==> src/sv/rrf_pkg.sv <==
// ----------------------------------------------------------------------------
// rrf_pkg
// Types and constants shared by the rectangle raster fill block.
// ----------------------------------------------------------------------------
`default_nettype none

package rrf_pkg;

  localparam int unsigned MAX_SIDE  = 256;
  localparam int unsigned FRAC_BITS = 8;
  localparam int unsigned SIDE_W    = $clog2(MAX_SIDE);
  localparam int unsigned ZONE_W    = SIDE_W + 1;
  localparam int unsigned ADDR_W    = 2 * SIDE_W;
  localparam int unsigned COORD_W   = 20;
  localparam int unsigned CODE_W    = 8;
  localparam int unsigned CFG_IDX_W = 2;
  localparam int unsigned CFG_DAT_W = 9;
  // working width of the scan compares: sum of two coordinates plus sign
  localparam int unsigned POS_W     = (COORD_W > SIDE_W + FRAC_BITS + 1) ?
                                      COORD_W + 2 : SIDE_W + FRAC_BITS + 2;

  localparam logic [ZONE_W-1:0] ZONE_MAX       = ZONE_W'(MAX_SIDE);
  localparam logic [ZONE_W-1:0] ZONE_W_RESET   = ZONE_W'(1);
  localparam logic [ZONE_W-1:0] ZONE_H_RESET   = ZONE_W'(1);
  localparam logic [CODE_W-1:0] BG_CODE_RESET  = CODE_W'(32);

  typedef enum logic [1:0] {
    CMD_FILL    = 2'd0,
    CMD_OUTLINE = 2'd1,
    CMD_READ    = 2'd2,
    CMD_CLEAR   = 2'd3
  } rrf_cmd_e;

  typedef enum logic [CFG_IDX_W-1:0] {
    CFG_ZONE_WIDTH  = 2'd0,
    CFG_ZONE_HEIGHT = 2'd1,
    CFG_BG_CODE     = 2'd2,
    CFG_UNUSED      = 2'd3
  } rrf_cfg_e;

  typedef enum logic [1:0] {
    ST_IDLE   = 2'd0,
    ST_SCAN   = 2'd1,
    ST_READ   = 2'd2,
    ST_FINISH = 2'd3
  } rrf_state_e;

  typedef struct packed {
    logic [1:0]                cmd;
    logic signed [COORD_W-1:0] rect_left;
    logic signed [COORD_W-1:0] rect_top;
    logic signed [COORD_W-1:0] rect_span_x;
    logic signed [COORD_W-1:0] rect_span_y;
    logic [CODE_W-1:0]         paint_code;
    logic [SIDE_W-1:0]         read_col;
    logic [SIDE_W-1:0]         read_row;
  } rrf_in_t;

  typedef struct packed {
    logic [CODE_W-1:0] pixel_code;
    logic              status;
  } rrf_out_t;

  // scan launch request from the control fsm
  typedef struct packed {
    logic                      start;
    logic                      clear;
    logic                      outline;
    logic [CODE_W-1:0]         code;
    logic signed [COORD_W-1:0] left;
    logic signed [COORD_W-1:0] top;
    logic signed [COORD_W-1:0] span_x;
    logic signed [COORD_W-1:0] span_y;
    logic [ZONE_W-1:0]         zone_w;
    logic [ZONE_W-1:0]         zone_h;
  } rrf_scan_req_t;

  typedef struct packed {
    logic              en;
    logic [ADDR_W-1:0] addr;
    logic [CODE_W-1:0] data;
  } rrf_wr_t;

endpackage

`default_nettype wire

==> src/sv/rrf_scan.sv <==
// ----------------------------------------------------------------------------
// rrf_scan
// Pixel walker: visits every pixel of the zone once, tests it against the
// rectangle with one shared compare unit and issues the store write.
// ----------------------------------------------------------------------------
`default_nettype none

module rrf_scan (
  input  wire logic                   clk_i,
  input  wire logic                   rst_ni,
  input  wire rrf_pkg::rrf_scan_req_t req_i,
  output rrf_pkg::rrf_wr_t            wr_o,
  output logic                        done_o
);

  localparam int unsigned PW = rrf_pkg::POS_W;
  localparam int unsigned SW = rrf_pkg::SIDE_W;
  localparam int unsigned FB = rrf_pkg::FRAC_BITS;
  localparam logic signed [PW-1:0] ONE = PW'(2 ** FB);

  logic                          busy_q;
  logic [SW-1:0]                 col_q, row_q;
  logic                          clear_q, outline_q;
  logic [rrf_pkg::CODE_W-1:0]    code_q;
  logic signed [PW-1:0]          left_q, top_q, right_q, bottom_q;
  logic [rrf_pkg::ZONE_W-1:0]    zw_q, zh_q;

  logic signed [PW-1:0] left_ext, top_ext, spx_ext, spy_ext;
  logic signed [PW-1:0] px, py;
  logic signed [PW-1:0] dx_l, dx_r, dy_t, dy_b;
  logic                 in_x, in_y, near_edge, hit;
  logic                 last_col, last_row;

  assign left_ext = PW'(req_i.left);
  assign top_ext  = PW'(req_i.top);
  assign spx_ext  = PW'(req_i.span_x);
  assign spy_ext  = PW'(req_i.span_y);

  always_ff @(posedge clk_i) begin
    if (req_i.start) begin
      clear_q   <= req_i.clear;
      outline_q <= req_i.outline;
      code_q    <= req_i.code;
      left_q    <= left_ext;
      top_q     <= top_ext;
      right_q   <= left_ext + spx_ext;
      bottom_q  <= top_ext + spy_ext;
      zw_q      <= req_i.zone_w;
      zh_q      <= req_i.zone_h;
    end
  end

  // pixel position in fixed point
  assign px = $signed({{(PW-SW-FB){1'b0}}, col_q, {FB{1'b0}}});
  assign py = $signed({{(PW-SW-FB){1'b0}}, row_q, {FB{1'b0}}});

  assign dx_l = px - left_q;
  assign dx_r = right_q - px;
  assign dy_t = py - top_q;
  assign dy_b = bottom_q - py;

  assign in_x      = !dx_l[PW-1] && !dx_r[PW-1];
  assign in_y      = !dy_t[PW-1] && !dy_b[PW-1];
  assign near_edge = (dx_l < ONE) || (dx_r < ONE) || (dy_t < ONE) || (dy_b < ONE);
  assign hit       = clear_q || (in_x && in_y && (!outline_q || near_edge));

  assign last_col = ({1'b0, col_q} == zw_q - rrf_pkg::ZONE_W'(1));
  assign last_row = ({1'b0, row_q} == zh_q - rrf_pkg::ZONE_W'(1));

  always_ff @(posedge clk_i or negedge rst_ni) begin
    if (!rst_ni) begin
      busy_q <= 1'b0;
      col_q  <= '0;
      row_q  <= '0;
    end else if (req_i.start) begin
      busy_q <= 1'b1;
      col_q  <= '0;
      row_q  <= '0;
    end else if (busy_q) begin
      if (last_col) begin
        col_q <= '0;
        row_q <= row_q + SW'(1);
        if (last_row) begin
          busy_q <= 1'b0;
        end
      end else begin
        col_q <= col_q + SW'(1);
      end
    end
  end

  assign wr_o.en   = busy_q && hit;
  assign wr_o.addr = {row_q, col_q};
  assign wr_o.data = code_q;
  assign done_o    = busy_q && last_col && last_row;

endmodule

`default_nettype wire

==> config.mk <==
export PLATFORM = sky130hd
export DESIGN_NAME = rrf_scan
export DESIGN_NICKNAME = d
export VERILOG_FILES = /design/src/sv/rrf_pkg.sv /design/src/sv/rrf_scan.sv
export SDC_FILE = /design/constraint.sdc
export NUM_CORES = 1
export LEC_CHECK = 0
export BUFFER_PORTS_ARGS = -buffer_cell sky130_fd_sc_hd__buf_4
export CORE_MARGIN = 2
export CORE_UTILIZATION = 50
export CTS_BUF_LIST = sky130_fd_sc_hd__clkbuf_16
export DETAILED_ROUTE_END_ITERATION = 8
export PLACE_DENSITY = 0.75
export SYNTH_ARGS = -nofsm -noshare
export SYNTH_HDL_FRONTEND = slang
export SYNTH_SLANG_ARGS = --single-unit
==> constraint.sdc <==
create_clock -name clk_i -period 3.8 [get_ports clk_i]
set_clock_uncertainty 0.05 [all_clocks]
set_input_delay 0.57 -clock clk_i [delete_from_list [all_inputs] [get_ports clk_i]]
set_output_delay 0.57 -clock clk_i [all_outputs]
set_load 0.05 [all_outputs]
# Word-level counts from Yosys, hierarchy flattened

Index checks and enable logic that the tools add are counted.

Flip-flop bits (word level): 129
Bits of input ports: 111
Output and inout bits: 26
Word-level logic and storage cells: 58

$add $sub $neg: 10
Magnitude comparators: 4
Eq/ne operators: 2
Mux-type cells: 10
Reduce and logical (&&, ||, !) cells: 20

Operators with widths:

| operator                                                                       | number |
|---|---|
| 8-bit 2-to-1 mux                                                               | 6 |
| 22-bit by 10-bit less-than comparator with 1-bit output, second input constant | 2 |
| 22-bit by 17-bit subtractor with 22-bit output                                 | 2 |
| 20-bit by 20-bit adder with 21-bit output                                      | 2 |
| 21-bit by 10-bit less-than comparator with 1-bit output, second input constant | 2 |
| 17-bit by 20-bit subtractor with 21-bit output                                 | 2 |
| 8-bit by 9-bit == test with 1-bit output                                       | 2 |
| 9-bit by 1-bit subtractor with 9-bit output, second input constant             | 2 |
| 8-bit by 1-bit adder with 8-bit output, second input constant                  | 2 |
| 1-bit logical AND                                                              | 7 |
| 1-bit logical NOT                                                              | 5 |
| 1-bit logical OR                                                               | 5 |
| 1-bit 2-to-1 mux                                                               | 4 |
| 2-bit nonzero test                                                             | 2 |
| 2-bit AND reduction                                                            | 1 |

# Depth between registers and ports, before layout

Word-level depth: 9
Depth in mapped cells: 12
Depth with buffers taken out: 12

# Worst setup path before layout

Ideal clock, no wire load.

Path type: register to output
From: register zw_q[0] in the netlist's numbering
To: output done_o
Arrival time: 3482 ps
Data required time: 3180 ps
Slack: -302 ps
Cell stages (with the launch flop): 9
Path buffers: 0
Path through: edfxtp_1 inv_1 ha_1 nor3b_1 o2bb2ai_1 nand2_1 a2111oi_4 nand2_1 nor4_1

Cells in the longest elaborated chain, start to end: 4

Ends and longest elaborated chain:

| what                                        | line           | source |
|---|---|---|
| start: declaration                          | rrf_scan.sv:26 | `logic [rrf_pkg::ZONE_W-1:0] zw_q, zh_q;` |
| start signal: assignment                    | rrf_scan.sv:48 | `zw_q <= req_i.zone_w;` |
| 9-bit by 1-bit subtractor with 9-bit output | rrf_scan.sv:67 | `assign last_col = ({1'b0, col_q} == zw_q - rrf_pkg::ZONE_W'(1));` |
| 8-bit by 9-bit == test with 1-bit output    | rrf_scan.sv:67 |  |
| 1-bit logical AND (2 in series)             | rrf_scan.sv:95 | `assign done_o = busy_q && last_col && last_row;` |
| end: declaration                            | rrf_scan.sv:13 | `output logic done_o` |

Every way passes these cells.

==> impl_metrics.toml <==
[status]
outcome = "finished, final reports clean"

[logic_synthesis]
syn_area_per_cell_um2 = 10.9
syn-num-nets = 844
synth_adder_area_share = 0.135
synthMuxAreaShare = 0.0114
ys.flop_type = "edfxtp_1"
synth-edff-count = 94
ys_warn_count = 0
synth_xor_area_frac = 0.0711
ys_seq_elements = 111
synth-simple-area-share = 0.151
seq_area_frac_synth = 0.454
syn_inst = 657
synth_compound_area_frac = 0.147
async_flop_share = 0.153
synth_area_um2 = 7150
synth_top_family_by_area = "simple AND/OR/NAND/NOR gates"
synth.distinct_cells = 70

[worst_setup_path]
cp.required_ps = 3180
crit_type = "flip-flop to output pin"
critical_path_arrival_ps = 3100
cp_max_fo = 4
startpoint_type = "flip-flop"
critPathCaptureType = "output pin"

[placement]
gp_congestion = 0.898
hpwl_mm = 12.8
portBuffers = 136
dpl-instance-area_um2 = 8450

[detailed_routing]
drc_errors = 0
dr.pass1.iters = 7
vias_per_cell = 5.71
routedWlPerCell_um = 16.3
wl_mm = 16.2
drt.antenna.violating_nets = 0
vias = 5673
drt-initial-drc-count = 318

[die]
core_um2 = 13900
dieArea_um2 = 15300
ios = 137
initial_core_util = 0.513
dieHeight_um = 124
placementRows = 43
die_x_um = 124

[global_routing]
grt_pass1_vias = 5597
overflow = 0
antenna_found_initial = 0
grtUsageTotal = 0.218
grt_max_degree = 37
grt_pass1_wl_mm = 26.1

[sta]
fmax_ghz = 0.269
setup_viol = 0
drv_slew = 0
tightest_slew_ps = 452
maxSlewHeadroom = 0.695
period_needed_ps = 3720
setup-tns-final_ps = 0
min_period_over_period = 0.979
rsz0062_at_grt = "yes"
finalHoldViolations = 0

[power_and_ir_drop]
p_total_mw = 3.16
cellPowerDensity_nw_per_um2 = 359
ir_worst_vdd_v = 0.000261
p_leak_nw = 3.70

[clock_tree]
cts.htree.levels = 3
clock_sinks = 111
cts_buffer_depth = 2
path_clk_slew_ps = 70
cts_buffers = 9
clkLatencyLatePin_ps = 350
cts_root_buf = "clkbuf_16"
cts_tree = "yes"

[layout]
drive_gt1_frac = 0.238
num_antenna_cells = 0
area_growth_pct = 22.9
fillers = 1141
final_nets = 996
design_area_um2 = 8790
utilization = 0.631
final_cell_mix = "buf_4, edfxtp_1, ha_1"
final_common_cell = "buf_4"

[run]
max_cap_viol_count = 0

[min_path]
hold_path_class = "primary input to asynchronous set/reset pin"
stage by stage:
stage                     instances  hold slack [ps]  setup WS [ps]
after global routing            994             22.7           -106
after global placement          978              394            329
after CTS                       994             13.9          0.692
after detailed placement        978              399            237
final                           994             16.4           79.4
after floorplan                 657              224            184
per-layer routing:
layer / track usage / vias to the layer above / share of wire
li1: - / 2788 / -
met1: 0.269 / 2675 / 0.43
met2: 0.371 / 169 / 0.49
met3: 0.0392 / 41 / 0.051
met4: 0.0973 / 0 / 0.030
met5: 0 / - / 0
worst paths after layout:
check / startpoint / end / slack (ps) / cells past startpoint
worst min register to register: col_q[2]$_DFFE_PN0P_ / col_q[2]$_DFFE_PN0P_ / 570 / 3
worst max register to register: zw_q[0]$_DFFE_PP_ / row_q[1]$_DFFE_PN0P_ / 990 / 8
worst min-delay path: rst_ni / col_q[2]$_DFFE_PN0P_ / 20 / 1
worst max-delay path: row_q[7]$_DFFE_PN0P_ / wr_o[24] / 80 / 11
min in group clk_i: req_i[104] / code_q[6]$_DFFE_PP_ / 330 / 1
max in group asynchronous: rst_ni / row_q[3]$_DFFE_PN0P_ / 3470 / 1
where the power goes:
| part | internal, mW | switching (mW) | total [mW] |
|---|---|---|---|
| Combinational | 0.361 | 0.417 | 0.778 |
| Sequential | 1.46 | 0.0667 | 1.52 |
| Clock | 0.435 | 0.420 | 0.854 |
| Total | 2.25 | 0.904 | 3.16 |
kinds of logic after synthesis:
kind of cell             after synthesis
flip-flops                           111
AO/OA/AOI/OAI                        149
multiplexers                           8
AND/OR/NAND/NOR                      198
buffers and inverters                 57
XOR/XNOR                              58
adder cells (fa/ha/maj)               76
synthesized netlist by cell type (4+ instances only):
cell type,count,area share
edfxtp_1,94,0.39
ha_1,74,0.13
inv_1,52,0.027
nor2_1,49,0.026
xnor2_1,40,0.049
a21oi_1,38,0.027
nand2_1,29,0.015
o21ai_0,21,0.015
nor3_1,20,0.014
xor2_1,18,0.022
dfrtp_1,17,0.060
nand3_1,16,0.011
nand2b_1,14,0.012
a21o_1,12,0.013
o21a_1,11,0.012
a31oi_1,10,0.0088
nor4_1,10,0.0088
or3_1,9,0.0079
nor2b_1,8,0.0070
mux2i_1,7,0.0098
a211oi_1,6,0.0063
and3_1,6,0.0053
nand4_1,6,0.0053
o2111ai_1,6,0.0074
or4_1,5,0.0053
and4_1,4,0.0049
nor4b_1,4,0.0049
o21bai_1,4,0.0042
registers in the layout (all words and copies together) (netlist names):
signal / cells
clear_q: 1
row_q: 8
busy_q: 1
bottom_q: 13
zh_q: 9
left_q: 20
top_q: 20
code_q: 8
right_q: 13
col_q: 8
zw_q: 9
outline_q: 1
cell type report:
class,instances,area (um2),area share
Multi-Input combinational cell,489,3760,0.428
Sequential cell,111,3250,0.370
Timing Repair Buffer,146,1100,0.125
Clock buffer,9,225,0.0256
Tap cell,180,225,0.0256
Inverter,52,195,0.0222
Clock inverter,7,33.8,0.00384
worst max-delay path: stages, from the launching register on:
cell and delay, ps:
dfrtp_1 360, inv_1 80, ha_1 260, or4_1 600, a21o_1 180, a21oi_1 190
o2111ai_1 130, a311oi_1 300, nand4_1 140, o211ai_1 110, o221a_2 240, buf_6 160
timing repair:
item	CTS	global route
hold endpoints to repair	0	0
pin swaps	1	3
endpoints found under the setup margin	1	2
buffers inserted	0	0
resized for setup	6	15
hold buffers	0	0
Power figures use the tool's default switching activity.
